===== src/design/vertex_2d_transform_assert.svh =====
// ============================================================================
// vertex_2d_transform assertion macros
// concurrent property helpers shared by the transform pipeline
// ============================================================================
`ifndef VERTEX_2D_TRANSFORM_ASSERT_SVH
`define VERTEX_2D_TRANSFORM_ASSERT_SVH

// implication checked in the same cycle, skipped during reset
`define V2DT_ASSERT_NOW(label, clk, rst_n, ante, cons) \
    label: assert property (@(posedge clk) disable iff (!rst_n) (ante) |-> (cons)) \
        else $error("assertion failed: same-cycle implication");

// implication checked in the next cycle, active during reset too
`define V2DT_ASSERT_NEXT(label, clk, ante, cons) \
    label: assert property (@(posedge clk) (ante) |=> (cons)) \
        else $error("assertion failed: next-cycle implication");

`endif


===== src/design/v2dt_pkg.sv =====
// ============================================================================
// v2dt_pkg
// types, constants and helper functions of the vertex transform pipeline
// ============================================================================
`default_nettype none

package v2dt_pkg;

    typedef enum logic [1:0] {
        MODE_TRANSLATE = 2'd0,
        MODE_SCALE     = 2'd1,
        MODE_ROTATE    = 2'd2
    } t_mode;

    localparam int FULL_TURN    = 23040;
    localparam int HALF_TURN    = 11520;
    localparam int QUARTER_TURN = 5760;

    localparam longint unsigned PI_Q30 = 64'd3373259426;
    localparam int PI_QUOT   = int'(PI_Q30 / HALF_TURN);
    localparam int PI_REM    = int'(PI_Q30 % HALF_TURN);
    localparam int LOW_SHIFT = 8;
    localparam int DIV_LOW   = HALF_TURN >> LOW_SHIFT;
    localparam int RECIP_SHIFT = 24;
    localparam int RECIP_LOW = (1 << RECIP_SHIFT) / DIV_LOW;

    localparam int ATAN_ENTRIES = 24;
    localparam logic [31:0] ATAN_Q30 [ATAN_ENTRIES] = '{
        32'h3243F6A8, 32'h1DAC6705, 32'h0FADBAFC, 32'h07F56EA6,
        32'h03FEAB76, 32'h01FFD55B, 32'h00FFFAAA, 32'h007FFF55,
        32'h003FFFEA, 32'h001FFFFD, 32'h000FFFFF, 32'h0007FFFF,
        32'h0003FFFF, 32'h0001FFFF, 32'h0000FFFF, 32'h00007FFF,
        32'h00003FFF, 32'h00001FFF, 32'h00000FFF, 32'h000007FF,
        32'h000003FF, 32'h000001FF, 32'h000000FF, 32'h0000007F
    };

    localparam int CORDIC_W = 36;
    localparam int ANGLE_W  = 33;
    localparam int GUARD_BITS = 16;
    localparam int SPLIT_BITS = 18;
    localparam int ROUND_SHIFT = 46;

    typedef struct packed {
        logic signed [15:0] value;
        logic               clip;
    } t_sat;

    typedef struct packed {
        logic signed [15:0] x;
        logic signed [15:0] y;
        logic               clip;
        logic               rot;
        logic               last;
    } t_side;

    typedef struct packed {
        logic signed [16:0] x;
        logic signed [16:0] y;
        logic        [12:0] mag;
        logic               neg;
        logic        [30:0] p_hi;
        logic        [17:0] v;
        t_side              side;
    } t_pre;

    typedef struct packed {
        logic signed [CORDIC_W-1:0] x;
        logic signed [CORDIC_W-1:0] y;
        logic signed [ANGLE_W-1:0]  z;
        t_side                      side;
    } t_cordic;

    function automatic t_sat sat16(input logic signed [32:0] v);
        t_sat s;
        if (v > 33'sd32767) begin
            s.value = 16'sh7fff;
            s.clip  = 1'b1;
        end else if (v < -33'sd32768) begin
            s.value = -16'sh8000;
            s.clip  = 1'b1;
        end else begin
            s.value = v[15:0];
            s.clip  = 1'b0;
        end
        return s;
    endfunction

    // gain correction 2^60 / isqrt(G << 30), evaluated at elaboration
    function automatic logic [31:0] gain_q30(input int n);
        logic [63:0] g;
        logic [63:0] num;
        logic [63:0] res;
        logic [63:0] bit_v;
        logic [63:0] rem;
        logic [63:0] quo;
        int i;
        g = 64'd1 << 30;
        for (i = 0; i < n; i++) begin
            g = g + (g >> (2 * i));
        end
        num   = g << 30;
        res   = '0;
        bit_v = 64'd1 << 62;
        for (i = 0; i < 32; i++) begin
            if (bit_v > num) begin
                bit_v = bit_v >> 2;
            end
        end
        for (i = 0; i < 32; i++) begin
            if (bit_v != 64'd0) begin
                if (num >= res + bit_v) begin
                    num = num - (res + bit_v);
                    res = (res >> 1) + bit_v;
                end else begin
                    res = res >> 1;
                end
                bit_v = bit_v >> 2;
            end
        end
        rem = '0;
        quo = '0;
        for (i = 60; i >= 0; i--) begin
            rem = {rem[62:0], (i == 60)};
            if (rem >= res) begin
                rem    = rem - res;
                quo[i] = 1'b1;
            end
        end
        return quo[31:0];
    endfunction

endpackage

`default_nettype wire


===== src/design/v2dt_gain.sv =====
// ============================================================================
// v2dt_gain
// cordic gain correction by split partial products, rounding, saturation
// and the result register
// ============================================================================
`default_nettype none

module v2dt_gain #(
    parameter int STAGES = 16
) (
    input  wire logic         i_clk,
    input  wire logic         i_rst_n,
    input  wire logic         i_valid,
    output logic              o_ready,
    input  v2dt_pkg::t_cordic i_data,
    output logic              o_valid,
    input  wire logic         i_ready,
    output v2dt_pkg::t_side   o_data
);
    import v2dt_pkg::*;

    localparam logic signed [31:0] GainK = gain_q30(STAGES);
    localparam int HiW = CORDIC_W - SPLIT_BITS;
    localparam int ProdW = SPLIT_BITS + 32;
    localparam int AccW = 68;
    localparam logic signed [AccW-1:0] RoundK = AccW'(1) <<< (ROUND_SHIFT - 1);

    logic                    g1_valid;
    logic signed [ProdW-1:0] r_pxh;
    logic        [ProdW-1:0] r_pxl;
    logic signed [ProdW-1:0] r_pyh;
    logic        [ProdW-1:0] r_pyl;
    t_side                   r_side;

    logic                    g2_valid;
    t_side                   r_out;

    logic                    s1_ready;
    logic                    s2_ready;

    logic signed [HiW-1:0]   xh;
    logic signed [HiW-1:0]   yh;
    logic        [SPLIT_BITS-1:0] xl;
    logic        [SPLIT_BITS-1:0] yl;
    logic signed [AccW-1:0]  acc_x;
    logic signed [AccW-1:0]  acc_y;
    t_sat                    sx;
    t_sat                    sy;
    t_side                   n_out;

    assign s2_ready = !g2_valid || i_ready;
    assign s1_ready = !g1_valid || s2_ready;
    assign o_ready  = s1_ready;
    assign o_valid  = g2_valid;
    assign o_data   = r_out;

    assign xh = i_data.x[CORDIC_W-1:SPLIT_BITS];
    assign yh = i_data.y[CORDIC_W-1:SPLIT_BITS];
    assign xl = i_data.x[SPLIT_BITS-1:0];
    assign yl = i_data.y[SPLIT_BITS-1:0];

    always_ff @(posedge i_clk) begin
        if (!i_rst_n) begin
            g1_valid <= 1'b0;
        end else if (s1_ready) begin
            g1_valid <= i_valid;
        end
        if (s1_ready && i_valid) begin
            r_pxh  <= ProdW'(xh) * ProdW'(GainK);
            r_pyh  <= ProdW'(yh) * ProdW'(GainK);
            r_pxl  <= ProdW'(xl) * ProdW'(GainK);
            r_pyl  <= ProdW'(yl) * ProdW'(GainK);
            r_side <= i_data.side;
        end
    end

    always_comb begin
        acc_x = (AccW'(r_pxh) <<< SPLIT_BITS) + AccW'(r_pxl) + RoundK;
        acc_y = (AccW'(r_pyh) <<< SPLIT_BITS) + AccW'(r_pyl) + RoundK;
        sx = sat16(33'($signed(acc_x[AccW-1:ROUND_SHIFT])));
        sy = sat16(33'($signed(acc_y[AccW-1:ROUND_SHIFT])));
        n_out = r_side;
        if (r_side.rot) begin
            n_out.x    = sx.value;
            n_out.y    = sy.value;
            n_out.clip = sx.clip || sy.clip;
        end
    end

    always_ff @(posedge i_clk) begin
        if (!i_rst_n) begin
            g2_valid <= 1'b0;
        end else if (s2_ready) begin
            g2_valid <= g1_valid;
        end
        if (s2_ready && g1_valid) begin
            r_out <= n_out;
        end
    end

endmodule

`default_nettype wire


===== config.mk =====
export PLATFORM = sky130hd
export DESIGN_NAME = v2dt_gain
export DESIGN_NICKNAME = d
export VERILOG_FILES = /design/src/design/vertex_2d_transform_assert.svh /design/src/design/v2dt_pkg.sv /design/src/design/v2dt_gain.sv
export SDC_FILE = /design/constraint.sdc
export NUM_CORES = 2
export LEC_CHECK = 0
export BUFFER_PORTS_ARGS = -buffer_cell sky130_fd_sc_hd__buf_2
export CAP_MARGIN = 15
export CORE_MARGIN = 8
export CORE_UTILIZATION = 60
export DETAILED_ROUTE_END_ITERATION = 7
export MAX_ROUTING_LAYER = met4
export PLACE_DENSITY = 0.78
export SKIP_LAST_GASP = 1
export SLEW_MARGIN = 20
export SYNTH_ARGS = -nofsm -noshare
export SYNTH_HDL_FRONTEND = slang
export SYNTH_SLANG_ARGS = --single-unit

===== constraint.sdc =====
create_clock -name i_clk -period 8.4 [get_ports i_clk]
set_input_delay 0.42 -clock i_clk [delete_from_list [all_inputs] [get_ports i_clk]]
set_output_delay 0.42 -clock i_clk [all_outputs]
set_load 0.005 [all_outputs]

## Yosys cells after proc, flatten, opt, wreduce, memory -nomap -nowiden

Cells that the tools add are included.

| word-level totals | value |
|---|---|
| register bits | 264 |
| bits in latches | 0 |
| memory bits (writable) | 0 |
| bits in read-only memories | 0 |
| output and inout port bits | 37 |
| memories | 0 |

| operators by class | value |
|---|---|
| add/subtract/negate cells | 4 |
| multiply operators | 4 |
| divide/modulo/power cells | 0 |
| magnitude comparators | 4 |
| equal/unequal tests | 0 |
| shifts and indexed selects | 0 |
| multiplexer cells | 5 |
| bitwise gates (word level) | 0 |
| reduce and logical (&&, ||, !) cells | 7 |

Operator list:

| operator | count |
|---|---|
| $add A68 B46 Y68 const B | 2 |
| $add A68 B48 Y68 | 2 |
| $mul A18 B30 Y48 const B | 2 |
| $mul A18 B29 Y47 const B | 2 |
| $mux W17 | 4 |
| $gt A22 B16 Y1 const B | 2 |
| $lt A22 B16 Y1 const B | 2 |
| $mux W33 | 1 |
| $logic_or A1 B1 Y1 | 3 |
| $logic_and A1 B1 Y1 | 2 |
| $logic_not A1 Y1 | 2 |

## Depth between registers and ports, before layout

| depth | value |
|---|---|
| depth in word-level cells | 7 |
| mapped depth | 23 |
| gate-level depth less buffers | 23 |

## Worst setup path before layout

No wires, ideal clock.

| path | value |
|---|---|
| path kind | input -> register |
| start point | input i_data[113] in the netlist's numbering |
| end point | register r_pxl[37] (data pin) |
| library setup time | 0.259 ns |
| arrival time | 5.858 ns |
| data required time | 8.141 ns |
| slack | 2.283 ns |
| cell stages on the path | 21 |
| cells stage by stage | fa_1 -> inv_1 -> fa_1 -> inv_1 -> fa_1 -> fa_1 -> fa_1 -> inv_1 -> fa_1 -> inv_1 -> ha_1 -> a21o_1 -> a21o_1 -> a2111oi_2 -> o31ai_1 -> a32oi_2 -> a21boi_1 -> or2_1 -> a211o_1 -> a21o_1 -> xor2_1 |

| between the ends | value |
|---|---|
| word-level cells in the longest chain between the ends | 1 |

RTL lines:

| what | RTL line | RTL |
|---|---|---|
| start, declared | v2dt_gain.sv:15 | `input v2dt_pkg::t_cordic i_data,` |
| $mul A18 B29 Y47 | v2dt_gain.sv:71 | `r_pxl <= ProdW'(xl) * ProdW'(GainK);` |
| end signal, assigned | v2dt_gain.sv:71 |  |
| end, declared | v2dt_gain.sv:30 | `logic [ProdW-1:0] r_pxl;` |

Every way passes these cells.
A chain may end at the register's enable or synchronous reset.

## Final worst setup path

| path | value |
|---|---|
| start point | input i_data[101] in the netlist's numbering |
| end point | register r_pyh[45] (data pin) |

| between the ends | value |
|---|---|
| word-level cells in the longest chain between the ends | 1 |

RTL lines:

| what | RTL line | RTL |
|---|---|---|
| $mul A18 B30 Y48 | v2dt_gain.sv:70 | `r_pyh <= ProdW'(yh) * ProdW'(GainK);` |
| end signal, assigned | v2dt_gain.sv:70 |  |
| end, declared | v2dt_gain.sv:31 | `logic signed [ProdW-1:0] r_pyh;` |

Every way passes these cells.

==> results_dict.tcl <==
set metrics [dict create \
    status "finished clean" \
    ys_async_sr_fraction_pct 0 \
    wirelength_mm 106 \
    clk-insertion-delay-late_ns 0.57 \
    cts_tree "yes" \
    rows 100 \
    min_path_type "input port to flop" \
    ys.warnings.count 0 \
    regArea_mm2 0.00677 \
    area_growth_pct 6.35 \
    finalHoldViolations 0 \
    drt_iter0_markers 1843 \
    routed-via-count 29100 \
    wl_per_cell_um 19.9 \
    finalSetupViolCount 0 \
    netlist_top_cells_area "fa_1 (37%), ha_1 (22%), edfxtp_1 (15%)" \
    clock.fmax_ghz 0.150 \
    ys_types 75 \
    clk_path_buf_depth 3 \
    rsz0062_at_grt "false" \
    drc 0 \
    drt-pass1-iter-count 8 \
    die_y_um 289 \
    syn_nets 5962 \
    grt_pass1_vias 31000 \
    crit_fanout 11 \
    overflow 0 \
    via_per_inst 5.45 \
    seq_area_frac_synth_pct 15.1 \
    coreArea_mm2 0.0742 \
    nFillCells 5763 \
    final_max_slew_viol_count 0 \
    cp_data_required_time_ns 8.71 \
    port_buffers 147 \
    reg2reg_slack_ns 3.97 \
    grt_max_degree 80 \
    crit_path_max_incr_delay_ns 0.58 \
    yosysMostFrequentCell "inv_1" \
    clock_skew_ns 0.0137 \
    chipWidth_um 289 \
    grtUsageTotal_pct 26.9 \
    dieArea_mm2 0.0837 \
    cts_buffers 26 \
    post_cts_buffers 0 \
    netlist.area_leader.share_pct 37.3 \
    period_minus_slack_ns 6.68 \
    cts_max_level 1 \
    grt_first_pass_wirelength_mm 169 \
    critPathKind "input port to flop" \
    multiInputGateArea_mm2 0.0331 \
    crit_path_end_kind "flop" \
    cts_root_buffer "clkbuf_16" \
    ys_ff_latch 226 \
    tightest_slew_ns 1.02 \
    cts_resized 0 \
    final_antenna_net_count 0 \
    start_util_pct 60.4 \
    slew_headroom_pct 31.9 \
    hpwl_mm 94.6 \
    synth-main-ff-cell "edfxtp_1" \
    drive_gt1_share_pct 4.87 \
    io_pins 181 \
    clkSinkCount 226 \
    cts_hold_buf 3 \
    antenna_found_initial 2 \
    crit_arrival_ns 6.99 \
    path_delay_family "adder cells" \
    syn_inst 4182 \
    gp_congestion 1.02 \
    worst_setup_path_start_kind "input port" \
    synth_edf_count 224 \
    fin_setup_tns_ns 0 \
    crit_buf_inv 5 \
    syn_area_per_cell_um2 10.7 \
    cp_cell_sequence "buf_2, fa_1, ha_1, inv_1, fa_1, inv_1, fa_1, fa_1, inv_1, fa_1, inv_1, ha_1, and3_1, a31o_2, a21oi_1, o21ai_0, a31oi_1, a21oi_1, o41a_1, a21oi_1, mux2i_1, nand2_1" \
    post-route-period-util_pct 79.6 \
    yosys.area.top_type "fa_1" \
    slowest_stage "fa_1" \
    cpMostUsedCell "fa_1" \
    synth_common_cells "inv_1 (1312), fa_1 (836), ha_1 (800)" \
    maxCapViolations 0 \
    finish.net_count 6131 \
    clk_pin_slew_ns 0.06 \
    synthesis.area_mm2 0.0448 \
]
==> through the flow <==
stage | util [%] | hold slack [ns] | instance area (um^2) | worst slack [ns] | cells
2_1_floorplan | - | 0.400 | 44800 | 2.28 | 4182
3_3_place_gp | 63.0 | 0.408 | 46700 | 1.32 | 5288
3_5_place_dp | 63.0 | 0.423 | 46700 | 1.29 | 5288
4_1_cts | 64.2 | 0.00147 | 47600 | 1.84 | 5338
5_1_grt | 64.2 | 0.00935 | 47700 | 1.44 | 5340
6_report | 64.2 | 0.0322 | 47700 | 1.72 | 5340
==> registers in the layout, summed over array words and instances (netlist names) <==
| signal | flops |
|---|---|
| r_pxl | 29 |
| r_side | 33 |
| o_data | 35 |
| r_pxh | 48 |
| o_valid | 1 |
| r_pyh | 48 |
| g1_valid | 1 |
| r_pyl | 29 |
| n_out | 2 |
==> kinds of logic (layout without fill, tap and decap cells) <==
family                   Yosys count  count (layout)  synth area share (%)
adder cells (fa/ha/maj)         1636            1636                  59.7
buffers and inverters           1325            1513                  11.1
AO/OA/AOI/OAI                    458             458                  6.80
AND/OR/NAND/NOR                  380             380                  4.21
flip-flops                       226             226                  15.1
XOR/XNOR                         155             155                  3.03
multiplexers                       2               2                0.0475
other                              0               1                     0
==> path summary, 6_finish.rpt <==
kind / from / cells past startpoint / to
hold reg to reg: n_out[0] / 0 / o_data[0]
setup / recovery: i_data[101] / 22 / r_pyh[45]
setup reg to reg: r_pxh[9] / 12 / o_data[23]
hold / removal: i_data[26] / 1 / r_side[26]
==> routing by layer <==
layer | GRT usage (%) | routed length (um) | vias to the layer above
met2 | 45.0 | 51800 | 881
met5 | - | 0 | -
met4 | 7.27 | 3310 | 0
met3 | 2.87 | 6290 | 189
li1 | - | - | 13500
met1 | 35.0 | 44600 | 14500
==> worst reg2reg max path, delay by kind of cell, from the launching register on <==
family          cells  cell delay, ns
flops               1            0.45
fa+ha+maj           2            0.64
simple gates        2            0.68
compound gates      8            2.43
==> placed cells by master, fill, tap and decap left out, drive strengths merged, types with 32 or more instances in the layout <==
cell type | netlist | final
o21ai | 73 | 73
xor2 | 65 | 65
xnor2 | 90 | 90
nand3 | 47 | 47
a21o | 81 | 81
ha | 800 | 800
nand4 | 32 | 32
nand2 | 75 | 75
buf | 4 | 151
fa | 836 | 836
inv | 1312 | 1313
nor2 | 98 | 98
a21oi | 140 | 140
clkbuf | 9 | 33
edfxtp | 224 | 224
==> layout make-up <==
type	count	share of cell area (%)
multi-input combinational	2631	69.4
sequential	226	14.2
inverter	1312	10.3
tap	969	2.54
timing repair buffer	154	1.70
clock buffer	33	1.48
clock inverter	14	0.354
antenna	1	0.00525
Power is left out: the tool's default activity adds up to more than one toggle a clock period on the data nets, which glitch-free logic cannot reach.
