**src/design/vertex_2d_transform_assert.svh**
```systemverilog
// ============================================================================
// vertex_2d_transform assertion macros
// concurrent property helpers shared by the transform pipeline
// ============================================================================
`ifndef VERTEX_2D_TRANSFORM_ASSERT_SVH
`define VERTEX_2D_TRANSFORM_ASSERT_SVH

// implication checked in the same cycle, skipped during reset
`define V2DT_ASSERT_NOW(label, clk, rst_n, ante, cons) \
    label: assert property (@(posedge clk) disable iff (!rst_n) (ante) |-> (cons)) \
        else $error("assertion failed: same-cycle implication");

// implication checked in the next cycle, active during reset too
`define V2DT_ASSERT_NEXT(label, clk, ante, cons) \
    label: assert property (@(posedge clk) (ante) |=> (cons)) \
        else $error("assertion failed: next-cycle implication");

`endif

```
**src/design/v2dt_pkg.sv**
```systemverilog
// ============================================================================
// v2dt_pkg
// types, constants and helper functions of the vertex transform pipeline
// ============================================================================
`default_nettype none

package v2dt_pkg;

    typedef enum logic [1:0] {
        MODE_TRANSLATE = 2'd0,
        MODE_SCALE     = 2'd1,
        MODE_ROTATE    = 2'd2
    } t_mode;

    localparam int FULL_TURN    = 23040;
    localparam int HALF_TURN    = 11520;
    localparam int QUARTER_TURN = 5760;

    localparam longint unsigned PI_Q30 = 64'd3373259426;
    localparam int PI_QUOT   = int'(PI_Q30 / HALF_TURN);
    localparam int PI_REM    = int'(PI_Q30 % HALF_TURN);
    localparam int LOW_SHIFT = 8;
    localparam int DIV_LOW   = HALF_TURN >> LOW_SHIFT;
    localparam int RECIP_SHIFT = 24;
    localparam int RECIP_LOW = (1 << RECIP_SHIFT) / DIV_LOW;

    localparam int ATAN_ENTRIES = 24;
    localparam logic [31:0] ATAN_Q30 [ATAN_ENTRIES] = '{
        32'h3243F6A8, 32'h1DAC6705, 32'h0FADBAFC, 32'h07F56EA6,
        32'h03FEAB76, 32'h01FFD55B, 32'h00FFFAAA, 32'h007FFF55,
        32'h003FFFEA, 32'h001FFFFD, 32'h000FFFFF, 32'h0007FFFF,
        32'h0003FFFF, 32'h0001FFFF, 32'h0000FFFF, 32'h00007FFF,
        32'h00003FFF, 32'h00001FFF, 32'h00000FFF, 32'h000007FF,
        32'h000003FF, 32'h000001FF, 32'h000000FF, 32'h0000007F
    };

    localparam int CORDIC_W = 36;
    localparam int ANGLE_W  = 33;
    localparam int GUARD_BITS = 16;
    localparam int SPLIT_BITS = 18;
    localparam int ROUND_SHIFT = 46;

    typedef struct packed {
        logic signed [15:0] value;
        logic               clip;
    } t_sat;

    typedef struct packed {
        logic signed [15:0] x;
        logic signed [15:0] y;
        logic               clip;
        logic               rot;
        logic               last;
    } t_side;

    typedef struct packed {
        logic signed [16:0] x;
        logic signed [16:0] y;
        logic        [12:0] mag;
        logic               neg;
        logic        [30:0] p_hi;
        logic        [17:0] v;
        t_side              side;
    } t_pre;

    typedef struct packed {
        logic signed [CORDIC_W-1:0] x;
        logic signed [CORDIC_W-1:0] y;
        logic signed [ANGLE_W-1:0]  z;
        t_side                      side;
    } t_cordic;

    function automatic t_sat sat16(input logic signed [32:0] v);
        t_sat s;
        if (v > 33'sd32767) begin
            s.value = 16'sh7fff;
            s.clip  = 1'b1;
        end else if (v < -33'sd32768) begin
            s.value = -16'sh8000;
            s.clip  = 1'b1;
        end else begin
            s.value = v[15:0];
            s.clip  = 1'b0;
        end
        return s;
    endfunction

    // gain correction 2^60 / isqrt(G << 30), evaluated at elaboration
    function automatic logic [31:0] gain_q30(input int n);
        logic [63:0] g;
        logic [63:0] num;
        logic [63:0] res;
        logic [63:0] bit_v;
        logic [63:0] rem;
        logic [63:0] quo;
        int i;
        g = 64'd1 << 30;
        for (i = 0; i < n; i++) begin
            g = g + (g >> (2 * i));
        end
        num   = g << 30;
        res   = '0;
        bit_v = 64'd1 << 62;
        for (i = 0; i < 32; i++) begin
            if (bit_v > num) begin
                bit_v = bit_v >> 2;
            end
        end
        for (i = 0; i < 32; i++) begin
            if (bit_v != 64'd0) begin
                if (num >= res + bit_v) begin
                    num = num - (res + bit_v);
                    res = (res >> 1) + bit_v;
                end else begin
                    res = res >> 1;
                end
                bit_v = bit_v >> 2;
            end
        end
        rem = '0;
        quo = '0;
        for (i = 60; i >= 0; i--) begin
            rem = {rem[62:0], (i == 60)};
            if (rem >= res) begin
                rem    = rem - res;
                quo[i] = 1'b1;
            end
        end
        return quo[31:0];
    endfunction

endpackage

`default_nettype wire

```
**src/design/v2dt_angle.sv**
```systemverilog
// ============================================================================
// v2dt_angle
// finishes degree to radian conversion by reciprocal divide and builds
// the guarded cordic start vector
// ============================================================================
`default_nettype none

module v2dt_angle (
    input  wire logic        i_clk,
    input  wire logic        i_rst_n,
    input  wire logic        i_valid,
    output logic             o_ready,
    input  v2dt_pkg::t_pre   i_data,
    output logic             o_valid,
    input  wire logic        i_ready,
    output v2dt_pkg::t_cordic o_data
);
    import v2dt_pkg::*;

    logic        r3_valid;
    t_pre        r3_data;
    logic [12:0] r3_q0;

    logic        r4_valid;
    t_cordic     r4_data;

    logic        s3_ready;
    logic        s4_ready;

    logic [36:0] qp;
    logic [17:0] rem;
    logic        corr;
    logic [31:0] zmag;
    t_cordic     n_data;

    assign s4_ready = !r4_valid || i_ready;
    assign s3_ready = !r3_valid || s4_ready;
    assign o_ready  = s3_ready;
    assign o_valid  = r4_valid;
    assign o_data   = r4_data;

    // quotient estimate, low by at most one
    assign qp = 37'(i_data.v) * 37'(RECIP_LOW);

    always_ff @(posedge i_clk) begin
        if (!i_rst_n) begin
            r3_valid <= 1'b0;
        end else if (s3_ready) begin
            r3_valid <= i_valid;
        end
        if (s3_ready && i_valid) begin
            r3_data <= i_data;
            r3_q0   <= qp[36:RECIP_SHIFT];
        end
    end

    always_comb begin
        rem    = r3_data.v - (18'(r3_q0) * 18'(DIV_LOW));
        corr   = (rem >= 18'(DIV_LOW));
        zmag   = 32'(r3_data.p_hi) + 32'(r3_q0) + 32'(corr);
        n_data.z    = r3_data.neg ? -ANGLE_W'(zmag) : ANGLE_W'(zmag);
        n_data.x    = CORDIC_W'(r3_data.x) <<< GUARD_BITS;
        n_data.y    = CORDIC_W'(r3_data.y) <<< GUARD_BITS;
        n_data.side = r3_data.side;
    end

    always_ff @(posedge i_clk) begin
        if (!i_rst_n) begin
            r4_valid <= 1'b0;
        end else if (s4_ready) begin
            r4_valid <= r3_valid;
        end
        if (s4_ready && r3_valid) begin
            r4_data <= n_data;
        end
    end

endmodule

`default_nettype wire

```
**config.mk**
```make
export PLATFORM = sky130hd
export DESIGN_NAME = v2dt_angle
export DESIGN_NICKNAME = d
export VERILOG_FILES = /design/src/design/vertex_2d_transform_assert.svh /design/src/design/v2dt_pkg.sv /design/src/design/v2dt_angle.sv
export SDC_FILE = /design/constraint.sdc
export NUM_CORES = 1
export LEC_CHECK = 0
export BUFFER_PORTS_ARGS = -buffer_cell sky130_fd_sc_hd__buf_2
export CAP_MARGIN = 10
export CORE_MARGIN = 2
export CORE_UTILIZATION = 45
export CTS_CLUSTER_DIAMETER = 50
export DETAILED_ROUTE_END_ITERATION = 10
export HOLD_SLACK_MARGIN = 0.1
export PLACE_DENSITY_LB_ADDON = 0.05
export SLEW_MARGIN = 20
export SYNTH_ARGS = -nofsm -noshare
export SYNTH_HDL_FRONTEND = slang
export SYNTH_SLANG_ARGS = --single-unit
```
**constraint.sdc**
```tcl
create_clock -name i_clk -period 9.1 [get_ports i_clk]
set_clock_uncertainty 0.1 [all_clocks]
set_input_delay 1.365 -clock i_clk [delete_from_list [all_inputs] [get_ports i_clk]]
set_output_delay 1.365 -clock i_clk [all_outputs]
set_load 0.05 [all_outputs]
```
## After elaboration in Yosys (flattened, before gate mapping)

Index checks and enable logic that the tools add are counted.

| operators by class | value |
|---|---|
| eq/ne operators | 0 |
| shift-type cells | 0 |
| $mul | 2 |
| $lt $le $gt $ge | 1 |
| bitwise logic cells | 0 |
| reductions and logical operators | 6 |
| multiplexer cells | 1 |
| add/sub/neg operators | 4 |
| divide/modulo/power cells | 0 |

Operators by type and width:

| kind | number |
|---|---|
| multiplier 18 x 19 -> 37 bit, second input constant | 1 |
| negator 32 -> 33 bit | 1 |
| adder 31 x 13 -> 32 bit | 1 |
| adder 32 x 1 -> 32 bit | 1 |
| two-way mux 32 bit | 1 |
| >= comparator 18 x 6 -> 1 bit, second input constant | 1 |
| multiplier 13 x 6 -> 18 bit, second input constant | 1 |
| subtractor 18 bit | 1 |
| logical AND 1 bit | 2 |
| zero test 1 bit | 2 |
| logical OR 1 bit | 2 |

| storage, ports and cells | value |
|---|---|
| memory bits (read-only) | 0 |
| latch bits | 0 |
| output and inout port bits | 142 |
| register bits | 236 |
| memories | 0 |
| word-level logic and storage cells | 36 |
| memory bits (writable) | 0 |

## Longest topological paths before layout

Gate-level depths: netlist of run 1.

| logic depth | value |
|---|---|
| depth in word-level cells | 6 |
| depth in mapped cells | 29 |
| depth with buffers taken out | 28 |

## Least setup slack after synthesis of run 1

No wires, ideal clock.

| path | value |
|---|---|
| kind | flip-flop to flip-flop |
| from | register r3_q0[2] |
| to | register r4_data, in the netlist o_data[67] (data pin) |
| data arrival time | 6.980 ns |
| cell stages (with the launch flop) | 27 |
| path slack | 1.761 ns |
| clock period less this slack | 7.339 ns |
| path buffers | 0 |
| data required time | 8.741 ns |
| cell sequence | edfxtp_1 ha_1 xor2_1 ha_1 inv_1 fa_1 fa_1 inv_1 ha_1 a21oi_1 nor2_1 a221oi_2 a21oi_1 a21oi_1 nor3_1 or4_1 a2111oi_0 fa_1 fa_1 nand2b_1 a21oi_1 xor2_1 or3_1 nor4b_1 nor4b_2 nand4_1 o31a_1 |

| between the ends | value |
|---|---|
| cells in the longest elaborated chain, start to end | 5 |
| elaborated cells on any way between the ends | 6 |
| those cells by class | add/sub: 4; mul: 1; order compare: 1 |

RTL lines:

| item | RTL line | text |
|---|---|---|
| start, declared | v2dt_angle.sv:22 | `logic [12:0] r3_q0;` |
| start signal, assigned | v2dt_angle.sv:53 | `r3_q0 <= qp[36:RECIP_SHIFT];` |
| multiplier 13 x 6 -> 18 bit | v2dt_angle.sv:58 | `rem = r3_data.v - (18'(r3_q0) * 18'(DIV_LOW));` |
| subtractor 18 bit | v2dt_angle.sv:58 |  |
| >= comparator 18 x 6 -> 1 bit | v2dt_angle.sv:59 | `corr = (rem >= 18'(DIV_LOW));` |
| adder 32 x 1 -> 32 bit * | v2dt_angle.sv:60 | `zmag = 32'(r3_data.p_hi) + 32'(r3_q0) + 32'(corr);` |
| negator 32 -> 33 bit * | v2dt_angle.sv:61 | `n_data.z = r3_data.neg ? -ANGLE_W'(zmag) : ANGLE_W'(zmag);` |
| end signal, assigned | v2dt_angle.sv:74 | `r4_data <= n_data;` |
| end, declared | v2dt_angle.sv:25 | `t_cordic r4_data;` |

Every way passes the cells marked *; elsewhere a longest branch is shown, timed or not.
A chain may end at the register's enable or synchronous reset.

==> flow_summary_export.csv, run 1 <==
group,metric,value,unit
outcome,status,"completed",
yosys,synth_ff_type,"edfxtp_1",
clock_tree,cts.sinks,236,
floorplanning,die_h,193,µm
yosys,synth_edf_count,234,
yosys,synth_area,16000,µm²
route,ant_nets,0,
sta,setup_viol,0,
global_route,grt-ovfl-total,0,
route,dr.pass1.iters,5,
yosys,synth.most_common_cell,"edfxtp_1",
floorplanning,die_w,193,µm
floorplanning,start_util,0.454,
global_route,grt_pass1_vias,9970,
place,place_congestion,0.868,
setup_path,crit_arrival,8770,ps
global_route,grt.busiest_layer,"met2",
global_route,grtUsageMet1,0.270,
route,wl_per_cell,16.9,µm
clock_tree,clkTransAtPathRegs,60,ps
route,routed_wl,34.2,mm
global_route,grt_use_total,0.186,
sta,final.period_utilization,0.942,
place,dpl.hpwl,27.5,mm
sta,hold_violations,0,
place,placedCellCount,1967,
cells_and_area,areaGrowthSynthToFinish,15.8,%
yosys,synth.area.top_cells,"edfxtp_1 44%, fa_1 14%, ha_1 14%, inv_1 5.3%, xnor2_1 2.9%",
clock_tree,cts_setup_buffers,0,
clock_tree,cts_buffer_depth,3,
floorplanning,die_area,37100,µm²
sta,finalSetupTns,0,ps
worst_hold_path,hold_class,"flip-flop to flip-flop",
setup_path,reg2reg_depth,27,
clock_tree,clk_latency,550,ps
route,drt_iter0_drc,494,
clock_tree,ctsResizeCount,0,
route,vias,9981,
floorplanning,coreArea,35300,µm²
setup_path,regToRegSetupSlack,530,ps
setup_path,worst_setup_path_end_kind,"flip-flop",
cells_and_area,layout-drive-gt1-share,0.201,
yosys,synth_top_area_cell,"edfxtp_1",
yosys,yosysSeqAreaShare,0.441,
yosys,ys_types,82,
setup_path,reg2reg_to,"o_data[63]",
setup_path,crit_type,"flip-flop to flip-flop",
route,drc_errors,0,
setup_path,r2r-start,"r3_q0[2]",
clock_tree,cts_tree,"yes",
sta,worstMarginPinSlew,934,ps
sta,min_period,8570,ps
yosys,yosys-top-cells-count,"234 x edfxtp_1, 225 x inv_1, 178 x ha_1",
yosys,ys_ff_latch,236,
floorplanning,io-pin-count,278,
sta,hold-worst-slack,311,ps
cells_and_area,design_area,18500,µm²
setup_path,crit_required,9300,ps
global_route,grt_pass1_wl,53.3,mm
yosys,yosysTopAreaCellShare,0.439,
yosys,synth-async-reset-ratio,0,
floorplanning,num_rows,69,
cells_and_area,fin_cells,2023,
place,placed_cell_area,17600,µm²
clock_tree,htreeDepth,1,
yosys,synth_cells,1292,
sta,slew_viol_final,0,
yosys,postSynthAreaPerCell,12.4,µm²
setup_path,cp-start-kind,"flip-flop",
setup_path,critPathMaxFanout,5,
global_route,met3_usage,0.0227,
global_route,grt_antenna_before_repair,0,
job,cap_viol_max_count,0,
clock_tree,hold_buffers,0,
yosys,yosysWarnings,0,
place,portBuffers,232,
clock_tree,cts_root_buf,"clkbuf_16",
worst_hold_path,hold_path_depth,0,
global_route,grt_max_degree,68,
worst_hold_path,hold_start,"n_data[85]",
sta,max-slew-margin-rel,0.377,
worst_hold_path,hold_end,"o_data[85]",
cells_and_area,n_fill_cell,3194,
sta,max_freq,117,MHz
clock_tree,numCtsBuffers,29,
sta,rsz0062_at_grt,"false",
cells_and_area,fin_nets,1968,
route,vias_per_cell,4.93,
global_route,grt_util_met2,0.299,
-- routing by layer --
layer  part of all wire  vias up
li1                   -     4919
met1               0.47     4750
met2               0.45      274
met3              0.061       38
met4              0.015        0
met5                  0        -
-- per-stage QoR --
stage	util	setup WS, ps
2_1_floorplan	-	1760
3_3_place_gp	0.497	616
3_5_place_dp	0.497	592
4_1_cts	0.524	534
5_1_grt	0.525	28.7
6_report	0.525	527
-- state kept, by name, summed over array words and instances (netlist names) --
name and flops:
n_data 69, o_data 102, o_valid 1, r3_data 50
r3_q0 13, r3_valid 1
-- how the worst max path moves through the flow --
stage / start / end / depth (start not counted)
after floorplan: r3_q0[2] / o_data[67] / 26
after global placement: r3_q0[2] / o_data[67] / 26
after detailed placement: r3_q0[2] / o_data[63] / 27
final: r3_q0[2] / o_data[63] / 27
after CTS: r3_q0[2] / o_data[63] / 27
after global routing: r3_q0[2] / o_data[63] / 27
-- layout make-up --
cell class,count,area [µm²],share of cell area
Timing Repair Buffer,237,1220,0.0657
Clock inverter,19,178,0.00958
Inverter,225,845,0.0455
Multi-Input combinational cell,809,7870,0.424
Antenna cell,1,2.50,0.000135
Clock buffer,35,788,0.0425
Sequential cell,236,7070,0.381
Tap cell,461,577,0.0311
-- layout by cell type (no fill, tap or decap), drive strengths merged, types with 7 or more instances in the layout --
cell type	count
nand2b	13
clkinv	10
and3	10
nor3	13
ha	178
edfxtp	234
nand4	9
inv	232
a21o	12
o21ai	44
nand2	41
conb	32
o31ai	7
nor2	53
a31oi	13
buf	237
clkbuf	35
xor2	33
xnor2	53
nor2b	7
a21oi	50
nand3	23
fa	116
and2	12
-- cells by family (layout without fill, tap and decap cells) --
kind of cell / count (synthesis) / after routing / share of synthesized area
compound gates: 186 / 186 / 0.0820
fa+ha+maj: 294 / 294 / 0.284
buf+inv: 278 / 516 / 0.0752
simple gates: 207 / 207 / 0.0678
other cells: 1 / 33 / 0.000234
xor+xnor: 86 / 86 / 0.0470
mux: 4 / 4 / 0.00250
flops: 236 / 236 / 0.441
-- worst max-delay path, stage by stage, from the launching register on --
cell and delay [ps]:
edfxtp_1 510, ha_1 410, xor2_1 160, ha_1 280, inv_1 50, fa_1 470
fa_1 510, inv_1 40, ha_1 350, a21oi_1 360, nor2_1 120, a221oi_2 230
a21oi_1 150, a21oi_1 240, nor3_1 80, or4_1 500, a2111oi_1 550, fa_1 300
fa_1 200, nand2b_1 240, a21oi_1 120, xor2_1 190, or3_1 380, nor4b_1 410
nor4b_2 660, nand4_1 340, o31ai_2 290, xnor2_1 80
Power of run 1 is left out: the tool's default activity adds up to more than one toggle a clock period on the data nets, which glitch-free logic cannot reach.
==> inputs of run 2 (changes only) <==
Settings changed: MAX_ROUTING_LAYER set to met4.
==> flow_summary_export.csv, run 2 (synthesis results as in run 1) <==
group,metric,value,unit
outcome,status,"completed",
setup_path,cp-start-kind,"flip-flop",
clock_tree,numCtsBuffers,30,
place,portBuffers,232,
setup_path,crit_path_max_incr_delay,610,ps
job,cap_viol_max_count,0,
floorplanning,io-pin-count,278,
route,wl_per_cell,16.8,µm
floorplanning,die_h,193,µm
place,place_congestion,0.897,
place,placed_cell_area,17600,µm²
setup_path,crit_arrival,8620,ps
cells_and_area,design_area,18600,µm²
sta,min_period,8420,ps
route,drc_errors,0,
clock_tree,cts_tree,"yes",
route,vias,9995,
cells_and_area,n_fill_cell,3097,
route,dr.pass1.iters,5,
clock_tree,clk_latency,560,ps
global_route,grt_max_degree,71,
global_route,grtUsageMet1,0.270,
cells_and_area,areaGrowthSynthToFinish,16.0,%
floorplanning,die_w,193,µm
cells_and_area,antennaDiodeCount,0,
sta,worstMarginPinSlew,940,ps
route,routed_wl,34.1,mm
floorplanning,num_rows,69,
cells_and_area,mostFrequentLayoutCell,"edfxtp_1",
clock_tree,clkTransAtPathRegs,60,ps
sta,max_freq,119,MHz
clock_tree,htreeDepth,1,
setup_path,worst_setup_path_end_kind,"flip-flop",
global_route,grt_util_met2,0.296,
setup_path,critPathMaxFanout,5,
sta,hold_violations,0,
worst_hold_path,hold_class,"flip-flop to flip-flop",
sta,slew_viol_final,0,
route,vias_per_cell,4.94,
global_route,grt_use_total,0.191,
clock_tree,cts_buffer_depth,3,
sta,setup_viol,0,
clock_tree,cts_root_buf,"clkbuf_16",
setup_path,crit_required,9300,ps
place,dpl.hpwl,27.6,mm
place,place_ws,600,ps
setup_path,crit_type,"flip-flop to flip-flop",
floorplanning,coreArea,35300,µm²
global_route,met3_usage,0.0227,
cells_and_area,largest_reg_flops,102,
sta,fin_ws,679,ps
clock_tree,cts_setup_buffers,0,
setup_path,slowest_stage,"a2111oi_0",
sta,final.period_utilization,0.925,
sta,max-slew-margin-rel,0.373,
floorplanning,die_area,37100,µm²
sta,rsz0062_at_grt,"false",
global_route,grt_antenna_before_repair,0,
route,drt_iter0_drc,543,
clock_tree,cts.sinks,236,
global_route,grt_pass1_vias,10000,
global_route,grt-ovfl-total,0,
cells_and_area,layout_common_cells,"234 x edfxtp_1, 232 x buf_2, 225 x inv_1",
floorplanning,start_util,0.454,
cells_and_area,layout-drive-gt1-share,0.199,
global_route,grt_pass1_wl,53.5,mm
sta,finalSetupTns,0,ps
cells_and_area,fin_nets,1969,
route,ant_nets,0,
global_route,grt.busiest_layer,"met2",
==> run 2: changes by cell type in the layout (fill, tap and decap cells not counted), sizes merged <==
| cell | before | now |
|---|---|---|
| inv | 232 | 233 |
| diode | 1 | 0 |
| clkbuf | 35 | 36 |
| bufinv | 1 | 2 |
| clkinvlp | 1 | 0 |
==> run 2: final cells by class <==
type,count,area (µm²),share of cell area
clock inverters,20,200,0.0108
repair buffers,237,1220,0.0656
flip-flops and latches,236,7070,0.380
well taps,461,577,0.0310
inverters,225,845,0.0454
clock buffers,36,795,0.0428
multi-input cells,809,7880,0.424
==> run 2: worst max-delay path: cells and delay by family (launching register included) <==
kind	cells	cell delay [ps]
adders and majority gates	7	2540
and+or+nand+nor	8	2520
AOI/OAI and AO/OA	7	2010
DFF	1	490
xor gates and xnor gates	3	430
buffers and inverters	2	90
==> run 2: timing repair <==
item	in CTS	in global routing
resized for setup	0	1
endpoints found under the setup margin	0	3
hold buffers	0	0
==> run 2: metrics by stage <==
step,cells,util,hold slack (ps)
floorplan,1323,-,300
global placement,1967,0.497,300
detailed placement,1967,0.497,305
CTS,2023,0.525,307
global route,2024,0.526,315
finish,2024,0.526,309
==> run 2: final timing paths <==
path / endpoint / startpoint / cells past startpoint / slack, ps
worst min-delay path: o_data[96] / n_data[96] / 0 / 310
worst max-delay path: o_data[63] / r3_q0[2] / 27 / 680
worst max register to register: o_data[63] / r3_q0[2] / 27 / 680
worst min register to register: o_data[96] / n_data[96] / 0 / 310
==> run 2: layer usage <==
metal	vias up	share of wire
met5	-	0
met4	0	0.017
met3	45	0.064
met2	262	0.45
met1	4767	0.46
li1	4921	-
Power of run 2 is left out for the same reason.
