`src/design/vertex_2d_transform_assert.svh`:
```
// ============================================================================
// vertex_2d_transform assertion macros
// concurrent property helpers shared by the transform pipeline
// ============================================================================
`ifndef VERTEX_2D_TRANSFORM_ASSERT_SVH
`define VERTEX_2D_TRANSFORM_ASSERT_SVH

// implication checked in the same cycle, skipped during reset
`define V2DT_ASSERT_NOW(label, clk, rst_n, ante, cons) \
    label: assert property (@(posedge clk) disable iff (!rst_n) (ante) |-> (cons)) \
        else $error("assertion failed: same-cycle implication");

// implication checked in the next cycle, active during reset too
`define V2DT_ASSERT_NEXT(label, clk, ante, cons) \
    label: assert property (@(posedge clk) (ante) |=> (cons)) \
        else $error("assertion failed: next-cycle implication");

`endif

```
`src/design/v2dt_pkg.sv`:
```
// ============================================================================
// v2dt_pkg
// types, constants and helper functions of the vertex transform pipeline
// ============================================================================
`default_nettype none

package v2dt_pkg;

    typedef enum logic [1:0] {
        MODE_TRANSLATE = 2'd0,
        MODE_SCALE     = 2'd1,
        MODE_ROTATE    = 2'd2
    } t_mode;

    localparam int FULL_TURN    = 23040;
    localparam int HALF_TURN    = 11520;
    localparam int QUARTER_TURN = 5760;

    localparam longint unsigned PI_Q30 = 64'd3373259426;
    localparam int PI_QUOT   = int'(PI_Q30 / HALF_TURN);
    localparam int PI_REM    = int'(PI_Q30 % HALF_TURN);
    localparam int LOW_SHIFT = 8;
    localparam int DIV_LOW   = HALF_TURN >> LOW_SHIFT;
    localparam int RECIP_SHIFT = 24;
    localparam int RECIP_LOW = (1 << RECIP_SHIFT) / DIV_LOW;

    localparam int ATAN_ENTRIES = 24;
    localparam logic [31:0] ATAN_Q30 [ATAN_ENTRIES] = '{
        32'h3243F6A8, 32'h1DAC6705, 32'h0FADBAFC, 32'h07F56EA6,
        32'h03FEAB76, 32'h01FFD55B, 32'h00FFFAAA, 32'h007FFF55,
        32'h003FFFEA, 32'h001FFFFD, 32'h000FFFFF, 32'h0007FFFF,
        32'h0003FFFF, 32'h0001FFFF, 32'h0000FFFF, 32'h00007FFF,
        32'h00003FFF, 32'h00001FFF, 32'h00000FFF, 32'h000007FF,
        32'h000003FF, 32'h000001FF, 32'h000000FF, 32'h0000007F
    };

    localparam int CORDIC_W = 36;
    localparam int ANGLE_W  = 33;
    localparam int GUARD_BITS = 16;
    localparam int SPLIT_BITS = 18;
    localparam int ROUND_SHIFT = 46;

    typedef struct packed {
        logic signed [15:0] value;
        logic               clip;
    } t_sat;

    typedef struct packed {
        logic signed [15:0] x;
        logic signed [15:0] y;
        logic               clip;
        logic               rot;
        logic               last;
    } t_side;

    typedef struct packed {
        logic signed [16:0] x;
        logic signed [16:0] y;
        logic        [12:0] mag;
        logic               neg;
        logic        [30:0] p_hi;
        logic        [17:0] v;
        t_side              side;
    } t_pre;

    typedef struct packed {
        logic signed [CORDIC_W-1:0] x;
        logic signed [CORDIC_W-1:0] y;
        logic signed [ANGLE_W-1:0]  z;
        t_side                      side;
    } t_cordic;

    function automatic t_sat sat16(input logic signed [32:0] v);
        t_sat s;
        if (v > 33'sd32767) begin
            s.value = 16'sh7fff;
            s.clip  = 1'b1;
        end else if (v < -33'sd32768) begin
            s.value = -16'sh8000;
            s.clip  = 1'b1;
        end else begin
            s.value = v[15:0];
            s.clip  = 1'b0;
        end
        return s;
    endfunction

    // gain correction 2^60 / isqrt(G << 30), evaluated at elaboration
    function automatic logic [31:0] gain_q30(input int n);
        logic [63:0] g;
        logic [63:0] num;
        logic [63:0] res;
        logic [63:0] bit_v;
        logic [63:0] rem;
        logic [63:0] quo;
        int i;
        g = 64'd1 << 30;
        for (i = 0; i < n; i++) begin
            g = g + (g >> (2 * i));
        end
        num   = g << 30;
        res   = '0;
        bit_v = 64'd1 << 62;
        for (i = 0; i < 32; i++) begin
            if (bit_v > num) begin
                bit_v = bit_v >> 2;
            end
        end
        for (i = 0; i < 32; i++) begin
            if (bit_v != 64'd0) begin
                if (num >= res + bit_v) begin
                    num = num - (res + bit_v);
                    res = (res >> 1) + bit_v;
                end else begin
                    res = res >> 1;
                end
                bit_v = bit_v >> 2;
            end
        end
        rem = '0;
        quo = '0;
        for (i = 60; i >= 0; i--) begin
            rem = {rem[62:0], (i == 60)};
            if (rem >= res) begin
                rem    = rem - res;
                quo[i] = 1'b1;
            end
        end
        return quo[31:0];
    endfunction

endpackage

`default_nettype wire

```
`src/design/v2dt_cordic_stage.sv`:
```
// ============================================================================
// v2dt_cordic_stage
// one registered cordic micro-rotation in rotation mode
// ============================================================================
`default_nettype none

module v2dt_cordic_stage #(
    parameter int          SHIFT = 0,
    parameter logic [31:0] ATAN  = 32'h0
) (
    input  wire logic         i_clk,
    input  wire logic         i_rst_n,
    input  wire logic         i_valid,
    output logic              o_ready,
    input  v2dt_pkg::t_cordic i_data,
    output logic              o_valid,
    input  wire logic         i_ready,
    output v2dt_pkg::t_cordic o_data
);
    import v2dt_pkg::*;

    localparam logic signed [ANGLE_W-1:0] AtanW = ANGLE_W'(ATAN);

    logic    r_valid;
    t_cordic r_data;
    t_cordic n_data;

    logic signed [CORDIC_W-1:0] cx;
    logic signed [CORDIC_W-1:0] cy;
    logic signed [ANGLE_W-1:0]  cz;
    logic signed [CORDIC_W-1:0] dx;
    logic signed [CORDIC_W-1:0] dy;

    assign o_ready = !r_valid || i_ready;
    assign o_valid = r_valid;
    assign o_data  = r_data;

    always_comb begin
        cx = i_data.x;
        cy = i_data.y;
        cz = i_data.z;
        dx = cy >>> SHIFT;
        dy = cx >>> SHIFT;
        n_data.side = i_data.side;
        if (!cz[ANGLE_W-1]) begin
            n_data.x = cx - dx;
            n_data.y = cy + dy;
            n_data.z = cz - AtanW;
        end else begin
            n_data.x = cx + dx;
            n_data.y = cy - dy;
            n_data.z = cz + AtanW;
        end
    end

    always_ff @(posedge i_clk) begin
        if (!i_rst_n) begin
            r_valid <= 1'b0;
        end else if (o_ready) begin
            r_valid <= i_valid;
        end
        if (o_ready && i_valid) begin
            r_data <= n_data;
        end
    end

endmodule

`default_nettype wire

```
`config.mk`:
```
export PLATFORM = sky130hd
export DESIGN_NAME = v2dt_cordic_stage
export DESIGN_NICKNAME = d
export VERILOG_FILES = /design/src/design/vertex_2d_transform_assert.svh /design/src/design/v2dt_pkg.sv /design/src/design/v2dt_cordic_stage.sv
export SDC_FILE = /design/constraint.sdc
export NUM_CORES = 1
export LEC_CHECK = 0
export ABC_CLOCK_PERIOD_IN_PS = 6700
export BUFFER_PORTS_ARGS = -buffer_cell sky130_fd_sc_hd__clkbuf_2
export CORE_MARGIN = 4
export CORE_UTILIZATION = 40
export CTS_BUF_LIST = sky130_fd_sc_hd__clkbuf_4
export CTS_CLUSTER_SIZE = 8
export DETAILED_ROUTE_END_ITERATION = 7
export MAX_ROUTING_LAYER = met4
export SLEW_MARGIN = 20
export SYNTH_ARGS = -nofsm -noshare
export SYNTH_HDL_FRONTEND = slang
export SYNTH_SLANG_ARGS = --single-unit
export TNS_END_PERCENT = 5
```
`constraint.sdc`:
```
create_clock -name i_clk -period 6.7 [get_ports i_clk]
set_input_delay 1.34 -clock i_clk [delete_from_list [all_inputs] [get_ports i_clk]]
set_output_delay 1.34 -clock i_clk [all_outputs]
set_load 0.01 [all_outputs]
```
### Yosys cells after proc, flatten, opt, wreduce, memory -nomap -nowiden

Cells that the tools add are included.

| operators by class | value |
|---|---|
| mux-type cells | 1 |
| add/subtract/negate cells | 3 |
| reductions and logical operators | 3 |

Operators with widths:

| cell | count |
|---|---|
| 2-to-1 mux 105 bit | 1 |
| subtractor 36 bit | 2 |
| adder 36 bit | 1 |
| logical AND 1 bit | 1 |
| zero test 1 bit | 1 |
| logical OR 1 bit | 1 |

| storage, ports and cells | value |
|---|---|
| output and inout port bits | 142 |
| logic and storage cells | 16 |
| bits in registers | 141 |

### Logic depth before layout (Yosys ltp)

Gate-level depths: netlist of run 1.

| depth | value |
|---|---|
| depth in word-level cells | 3 |
| depth in mapped cells | 14 |

### Worst setup path after synthesis of run 1

Ideal clock, no wire load.

| timing path | value |
|---|---|
| path type | input -> register |
| start point | in i_ready |
| end point | reg r_data, in the netlist o_data[0] (enable) |
| stages on the path | 2 |
| data required time | 6.185 ns |
| slack | 1.443 ns |
| arrival time | 4.742 ns |
| path through | nand2b_1 -> and2_1 |

| between the ends | value |
|---|---|
| cells in the longest elaborated chain, start to end | 2 |

Ends and longest elaborated chain:

| element | line | text |
|---|---|---|
| from (decl) | v2dt_cordic_stage.sv:17 | `input wire logic i_ready,` |
| logical OR 1 bit | v2dt_cordic_stage.sv:34 | `assign o_ready = !r_valid \|\| i_ready;` |
| logical AND 1 bit | v2dt_cordic_stage.sv:62 | `if (o_ready && i_valid) begin` |
| to (signal assigned) | v2dt_cordic_stage.sv:63 | `r_data <= n_data;` |
| to (decl) | v2dt_cordic_stage.sv:25 | `t_cordic r_data;` |

No other way between the ends.
A chain may end at the register's enable or synchronous reset.

==> results by group, run 1 <==
Status
  • Status: finished, final reports clean

Timing
  • Fin crit share: around 67%
  • Final min period: roughly 4.5 ns
  • Skew final: 0.02591 ns
  • Hold WS: ~0.55 ns
  • Max Clock Freq: between 0.2 and 0.25 GHz
  • Max Transition Viols Final: 0
  • Unrepaired setup endpoints after global routing: no
  • Setup violators final: 0
  • Setup TNS: 0 ns
  • Worst rel slew slack: approximately a third
  • Worst slew pin tran: approximately 1.0 ns
  • Hold Vio Cnt, Final: 0

Clock network
  • Setup bufs post-CTS: 0
  • Clock root buffer: clkbuf_4
  • Clk buf depth: 2
  • Post_cts resized: 0
  • TritonCTS clock tree: done
  • Worst-skew pair later-pin latency: just under 0.6 ns
  • Clock sink count: 140
  • H-tree level count: 4
  • CTS buffer count: 17
  • Clock slew at reported path FFs: around 0.16 ns
  • Hold-fix buffers, CTS: 0

Global routing
  • Congestion Overflow GR: 0
  • First-pass GRT wire length: between 50000 and 60000 microns
  • Pin count of the biggest net entering global routing: 88
  • Gr usage total: 23.85%
  • Vias in the first global route: between 9k and 10k
  • Initial antenna violation count: 1

Routing
  • Via density: between 5 and 6
  • DR iter-0 viols: approximately 810
  • Routed Antenna Nets: 0
  • Drt pass-1 iters: 6
  • DRT Wirelength: 34980 microns
  • DR WL/cell: ~20 microns
  • Total number of vias: approximately 9.5k
  • DRC viols: 0

Finish
  • Nets@finish: roughly 1.6k
  • P&R area growth vs syn: 18.85%
  • Share of cells above drive strength 1: 24.84%
  • Final std cells w/o fill: around 1.7k
  • Finished Cell Area: ~13000 sq um

Synth
  • Yosys top cell by area: edfxtp_1
  • Top-count cell post-synth: edfxtp_1
  • Synthesized Nets: around 1.4k
  • Top cell type's share of synthesized area: about two fifths
  • Mapped Area: 10550 sq um
  • Yosys warning count: 0
  • Seq/Total Area, Yosys: between 30% and 40%
  • Synth area leaders: edfxtp_1, ha_1, a21oi_1
  • EDFF count, synth: roughly 140
  • Post-synth top flop: edfxtp_1
  • Cells after Synth: roughly 1.1k
  • Syn avg cell area: ~9.5 sq um
  • Commonest cells in the netlist: edfxtp_1, a21oi_1, ha_1
  • Ys async rst share: 0%
  • Yosys cell types: between 70 and 80
  • Synth Register Bits: between 100 and 150

Worst setup path
  • Startpoint types: input pin
  • WS Path Type: input pin to flip-flop
  • Crit path DAT: 4.80 ns
  • Crit-path max FO: 11
  • Req. time, crit path: about 7 ns
  • Critical Path Sink Type: flip-flop
  • Most used cell, CP: o21ai_1
  • Critical path, cell by cell: clkbuf_2, inv_1, ha_1, nor2_1, a221oi_1, a21oi_2, o31ai_1, a211oi_1, o21ai_1, o22ai_1, o41ai_1, o21ai_1, xnor2_1
  • Crit-path max cell delay: 0.71 ns
  • Critical-path top delay cell: o31ai_1

Hold path
  • Hold Crit Class: flip-flop to flip-flop

Job
  • Max Cap Viol: 0

Power and ir drop
  • Internal cell power: roughly 1600 uW
  • Static Leak: between 0.005 and 0.006 uW
  • Clock share of power: a little under a quarter
  • Maximum vdd drop: roughly 0.13 mV
  • Comb power frac: approximately a third
  • Flop pwr share: 42.8%
  • Switching Share: 38.74%
  • Power per cell area: roughly 200 nW/um^2
  • NetSw: roughly 1000 uW

Floorplan
  • Ports: ~290
  • DIE WIDTH: between 150 and 200 microns
  • DIE AREA: 29040 sq um
  • Site Rows: 59
  • Core area: about 26000 sq um
  • Die Y: 170.4 microns
  • Initial Utilization: around two fifths

Placement
  • Detailed placement HPWL: around 28000 microns
  • Cell Area, Placed: between 10000 and 15000 sq um
  • GPL Wtd Cong: 0.9756
  • Port Buf Inserts: about 290
  • Placed cells: between 1.5k and 2k
path summary, 6_finish.rpt:
path                            startpoint          end  slack (ns)  cells after the start
worst max register to register     o_valid   o_data[31]        4.71                      3
worst min register to register     o_valid      o_valid        0.55                      2
worst max-delay path            i_data[71]  o_data[139]        2.24                     13
worst min-delay path               o_valid      o_valid        0.55                      2
critical path: cells and delay by family:
family	cells	cell delay [ns]
xor+xnor	1	0.16
buf+inv	2	0.14
fa+ha+maj	1	0.51
simple gates	1	0.15
compound gates	8	2.51
logic make-up (layout without fill, tap and decap cells):
kind of cell | after synthesis | in the layout | synth area share (%)
and+or+nand+nor | 243 | 243 | 11.08
adders and majority gates | 108 | 108 | 13.02
DFF | 140 | 140 | 39.75
buffers and inverters | 163 | 434 | 6.037
AOI/OAI and AO/OA | 373 | 373 | 22.68
muxes | 18 | 18 | 1.708
xor gates and xnor gates | 69 | 69 | 5.728
other | 0 | 2 | 0
registers in the layout (all words and copies together) (netlist names):
| register | cells |
|---|---|
| o_data | 139 |
| o_valid | 1 |
per-layer routing:
| layer | global-route usage [%] | wire (microns) | vias to the layer above | share of wire [%] |
|---|---|---|---|---|
| met5 | - | 0 | - | 0 |
| met1 | 30.35 | 14930 | 4446 | 43 |
| met4 | 7.813 | 1041 | 0 | 3.0 |
| met3 | 4.297 | 2419 | 62 | 6.9 |
| met2 | 38.62 | 16580 | 437 | 47 |
| li1 | - | - | 4531 | - |
cell usage in the layout (no fill, tap or decap), types with 4 or more instances in the layout:
master,instances
clkbuf_2,285
edfxtp_1,139
a21oi_1,134
ha_1,105
inv_1,103
nor2_1,91
o21ai_0,62
xnor2_1,58
nand2_1,45
a21o_1,39
o21bai_1,24
mux2i_1,18
nor2b_1,17
clkbuf_4,17
nand3_1,15
nor3_1,15
a211oi_1,15
nand4_1,12
o21ai_1,12
o211ai_1,12
xor2_1,11
o31ai_1,10
or3_1,10
inv_2,9
nand2b_1,7
nor4_1,7
and3_1,6
a221oi_1,6
o21a_1,6
clkinv_8,6
o31a_1,5
a31oi_1,5
o221ai_1,4
inv_8,4
cell type report:
cell class | count | area [sq um]
diodes | 2 | 5.005
clock buffers | 17 | 127.6
clock inverters | 15 | 193.9
fillers | 2566 | 13450
inverters | 114 | 427.9
multi-input cells | 811 | 5722
flip-flops and latches | 140 | 4194
well taps | 335 | 419.2
repair buffers | 288 | 1449
power groups by stage:
stage / combinational (uW) / sequential, uW / clock (uW)
after floorplan: 488 / 1180 / 0
after global placement: 855 / 1130 / 0
after detailed placement: 851 / 1130 / 0
after CTS: 858 / 1110 / 637
after global routing: 939 / 1120 / 670
final: 861 / 1110 / 616
metrics by stage:
| stage | utilization [%] | power (uW) | setup slack [ns] |
|---|---|---|---|
| finish | 48.25 | 2585 | 2.243 |
| global route | 48.25 | 2724 | 2.090 |
| CTS | 48.23 | 2604 | 2.394 |
| detailed placement | 47.00 | 1981 | 1.758 |
| global placement | 47.00 | 1983 | 1.730 |
| floorplan | - | 1668 | 1.443 |
Note: power is estimated with default switching activity, not from simulation.
==> run 2: changes to the inputs <==
--- a/config.mk
+++ b/config.mk
@@ -5,7 +5,8 @@
 export SDC_FILE = /design/constraint.sdc
 export NUM_CORES = 1
 export LEC_CHECK = 0
-export ABC_CLOCK_PERIOD_IN_PS = 6700
+export ABC_AREA = 1
+export ABC_CLOCK_PERIOD_IN_PS = 4059
 export BUFFER_PORTS_ARGS = -buffer_cell sky130_fd_sc_hd__clkbuf_2
 export CORE_MARGIN = 4
 export CORE_UTILIZATION = 40
==> constraint.sdc (replaced) <==
create_clock -name i_clk -period 4.06 [get_ports i_clk]
set_input_delay 0.812 -clock i_clk [delete_from_list [all_inputs] [get_ports i_clk]]
set_output_delay 0.812 -clock i_clk [all_outputs]
set_load 0.01 [all_outputs]
==> run 2 against run 1 <==
  * Combinational power increased by 94%
  * Highest routed layer unchanged
  * Cell count increased by 41%
  * Flip-flop and latch count unchanged
  * Power increased by 72%
  * Die area increased by 18%
  * First-iteration DRC count increased by 3.2%
  * Largest cell class unchanged
  * Sequential share of layout area decreased by 4.6 points
  * Non-clock buffer count increased by 6
  * Hold slack got worse by 0.15 ns
==> results by group, run 2 <==
Status
  • Status: finished, final reports clean (unchanged)

Synth
  • Synthesized Nets: 2001 (was 1366)
  • Post-synthesis xor/xnor area fraction: 2.231% (was 5.728%)
  • Cells after Synth: 1749 (was 1114)
  • EDFF count, synth: 139 (unchanged)
  • Mapped Area: 12560 sq um (was 10550 sq um)
  • Complex-gate fraction of the synthesized area: 10.47% (was 22.68%)
  • Yosys cell types: 44 (was 72)
  • Top-count cell post-synth: nand2_1 (was edfxtp_1)
  • Mux cell area share after synthesis: 0% (was 1.708%)
  • Seq/Total Area, Yosys: 33.39% (was 39.75%)
  • Post-synth top flop: edfxtp_1 (unchanged)
  • Top cell type's share of synthesized area: 33.23% (was 39.56%)
  • Syn avg cell area: 7.182 sq um (was 9.470 sq um)
  • Synth Register Bits: 140 (unchanged)
  • Synth area leaders: edfxtp_1, nand2_1, ha_1 (was edfxtp_1, ha_1, a21oi_1)
  • Simple-gate share of the synthesized area: 31.21% (was 11.08%)
  • Yosys top cell by area: edfxtp_1 (unchanged)
  • Adder-Cell Fraction of Synth Area: 10.94% (was 13.02%)
  • Yosys warning count: 0 (unchanged)
  • Largest family of logic cells by synthesized area: simple AND/OR/NAND/NOR gates (was compound AO/OA/AOI/OAI gates)
  • Ys async rst share: 0% (unchanged)
  • Commonest cells in the netlist: nand2_1, inv_1, nand3_1 (was edfxtp_1, a21oi_1, ha_1)

Global routing
  • Initial antenna violation count: 1 (unchanged)
  • Vias in the first global route: 11.93k (was 9358)
  • Gr usage total: 26.36% (was 23.85%)
  • First-pass GRT wire length: 67120 microns (was 52700 microns)
  • Pin count of the biggest net entering global routing: 64 (was 88)
  • Congestion Overflow GR: 0 (unchanged)

Placement
  • Detailed placement HPWL: 37660 microns (was 27730 microns)
  • Port Buf Inserts: 285 (unchanged)
  • GPL Wtd Cong: 1.010 (was 0.9756)

Clock network
  • Post_cts resized: 0 (unchanged)
  • Setup bufs post-CTS: 0 (unchanged)
  • Clock sink count: 140 (unchanged)
  • Hold-fix buffers, CTS: 0 (unchanged)
  • Worst-skew pair later-pin latency: 0.60 ns (was 0.58 ns)
  • Clk buf depth: 2 (unchanged)
  • Clock slew at reported path FFs: 0.15 ns (was 0.16 ns)
  • CTS buffer count: 17 (unchanged)
  • Clock root buffer: clkbuf_4 (unchanged)
  • H-tree level count: 4 (unchanged)
  • TritonCTS clock tree: done (unchanged)

Timing
  • Skew final: 0.03625 ns (was 0.02591 ns)
  • Max Transition Viols Final: 0 (unchanged)
  • Max Clock Freq: 0.3478 GHz
  • Unrepaired setup endpoints after global routing: no (unchanged)
  • Setup TNS: 0 ns (unchanged)
  • Hold Vio Cnt, Final: 0 (unchanged)
  • Setup violators final: 0 (unchanged)
  • Fin crit share: approximately 71%
  • Worst slew pin tran: 0.8030 ns (was 0.9992 ns)
  • Worst rel slew slack: 46.47% (was 33.38%)
  • Final min period: approximately 2.9 ns

Floorplan
  • Core area: 30750 sq um (was 25980 sq um)
  • Die Y: 185.2 microns (was 170.4 microns)
  • Ports: 286 (unchanged)
  • DIE AREA: 34300 sq um (was 29040 sq um)
  • Site Rows: 64 (was 59)
  • DIE WIDTH: 185.2 microns (was 170.4 microns)
  • Initial Utilization: 40.85% (was 40.60%)

Power and ir drop
  • Internal cell power: 2620 uW (was 1583 uW)
  • Comb power frac: 37.4% (was 33.3%)
  • Power per cell area: 306.6 nW/um^2 (was 206.1 nW/um^2)
  • Switching Share: 41.19% (was 38.74%)
  • NetSw: 1835 uW (was 1001 uW)
  • Static Leak: 0.007485 uW (was 0.005719 uW)
  • Clock share of power: 22.1% (was 23.8%)
  • Maximum vdd drop: 0.1515 mV (was 0.1276 mV)
  • Flop pwr share: 40.5% (was 42.8%)
  • Total power: 4454 uW (was 2585 uW)

Finish
  • P&R area growth vs syn: 15.66% (was 18.85%)
  • Most frequent cells in the layout: nand2_1, clkbuf_2, inv_1, nand3_1, edfxtp_1 (was clkbuf_2, edfxtp_1, a21oi_1, ha_1, inv_1)
  • Final Core Density: 47.25% (was 48.25%)
  • Largest register FFs: 139 (unchanged)
  • Nets@finish: 2266 (was 1624)
  • Most frequent standard cell in the layout excluding fill and tap cells: nand2_1 (was clkbuf_2)
  • Share of cells above drive strength 1: 22.35% (was 24.84%)

Hold path
  • Endpoint of the worst hold path: o_data[5] (was o_valid)
  • WHS Path Cells: 1 (was 2)
  • Hold Crit Class: input pin to flip-flop (was flip-flop to flip-flop)
  • Min-delay src: i_data[5] (was o_valid)

Worst setup path
  • Critical path, cell by cell: clkbuf_2, inv_1, ha_1, fa_1, o21bai_1, a21oi_1, nand2_1, xor2_1, nand2_1, o21ai_0, buf_4 (was clkbuf_2, inv_1, ha_1, nor2_1, a221oi_1, a21oi_2, o31ai_1, a211oi_1, o21ai_1, o22ai_1, o41ai_1, o21ai_1, xnor2_1)
  • Worst reg2reg path depth: 2 (was 3)
  • Crit-path max FO: 4 (was 11)
  • R2r setup slk: 2.41 ns (was 4.71 ns)
  • Crit-path max cell delay: 0.53 ns (was 0.71 ns)
  • Worst r2r src: o_valid (unchanged)
  • Critical R2R Capture: o_data[89] (was o_data[31])
  • Startpoint types: input pin (unchanged)
  • Worst Setup SP: i_data[104] (was i_data[71])
  • Most used cell, CP: nand2_1 (was o21ai_1)
  • Crit path DAT: 3.22 ns (was 4.80 ns)
  • Critical-path top delay cell: fa_1 (was o31ai_1)
  • WS Path Type: input pin to flip-flop (unchanged)
  • Critical Path Sink Type: flip-flop (unchanged)
  • Req. time, crit path: 4.40 ns (was 7.04 ns)

Routing
  • DRC viols: 0 (unchanged)
  • DR iter-0 viols: 837 (was 811)
  • Drt pass-1 iters: 6 (unchanged)
  • DRT Wirelength: 44800 microns (was 34980 microns)
  • Total number of vias: 12.50k (was 9476)
  • Routed Antenna Nets: 0 (unchanged)
  • DR WL/cell: 18.48 microns (was 20.31 microns)
  • Via density: 5.156 (was 5.503)

Job
  • Max Cap Viol: 0 (unchanged)
## run 2: power by group through the flow
stage	clock network (uW)	registers (uW)	logic, uW
floorplan	0	1900	1000
global placement	0	1840	1630
detailed placement	0	1840	1640
CTS	1020	1810	1650
global route	1080	1820	1840
finish	982	1800	1670
## run 2: how the worst max path moves through the flow
stage          depth (start not counted)     endpoint
2_1_floorplan                          2    o_data[0]
3_3_place_gp                          11  o_data[116]
3_5_place_dp                          11  o_data[116]
4_1_cts                               11  o_data[116]
5_1_grt                               13  o_data[116]
6_report                              11  o_data[116]
## run 2: critical path: cells and delay by family
family	cells	cell delay [ns]
simple gates	2	0.28
fa+ha+maj	2	0.75
xor+xnor	1	0.09
compound gates	3	0.88
buf+inv	3	0.39
## run 2: layout make-up
type                    instances  area (sq um)
clock buffers                  17         127.6
well taps                     396         495.5
diodes                          1         2.502
inverters                     296          1111
flip-flops and latches        140          4194
clock inverters                15         152.6
fillers                      3237         16220
repair buffers                294          1544
multi-input cells            1265          6900
## run 2: per-stage QoR
stage               instances  instance area [sq um]  hold WS (ns)  setup slack, ns
global route             2424                  14530        0.3458            1.145
CTS                      2423                  14530        0.3470            1.290
floorplan                1749                  12570        0.6304           0.4121
finish                   2424                  14530        0.4057            1.185
global placement         2391                  14240        0.5470           0.6259
detailed placement       2391                  14240        0.5579           0.6453
## run 2: kinds of logic after synthesis
logic type      after synthesis
simple gates                885
xor+xnor                     32
flops                       140
compound gates              240
buf+inv                     344
fa+ha+maj                   108
## run 2: layer usage
metal,up-vias,global-route usage (%),part of all wire [%]
li1,6114,-,-
met1,5818,36.41,45
met2,509,41.89,45
met3,57,2.769,7.4
met4,0,6.371,1.9
met5,-,-,0
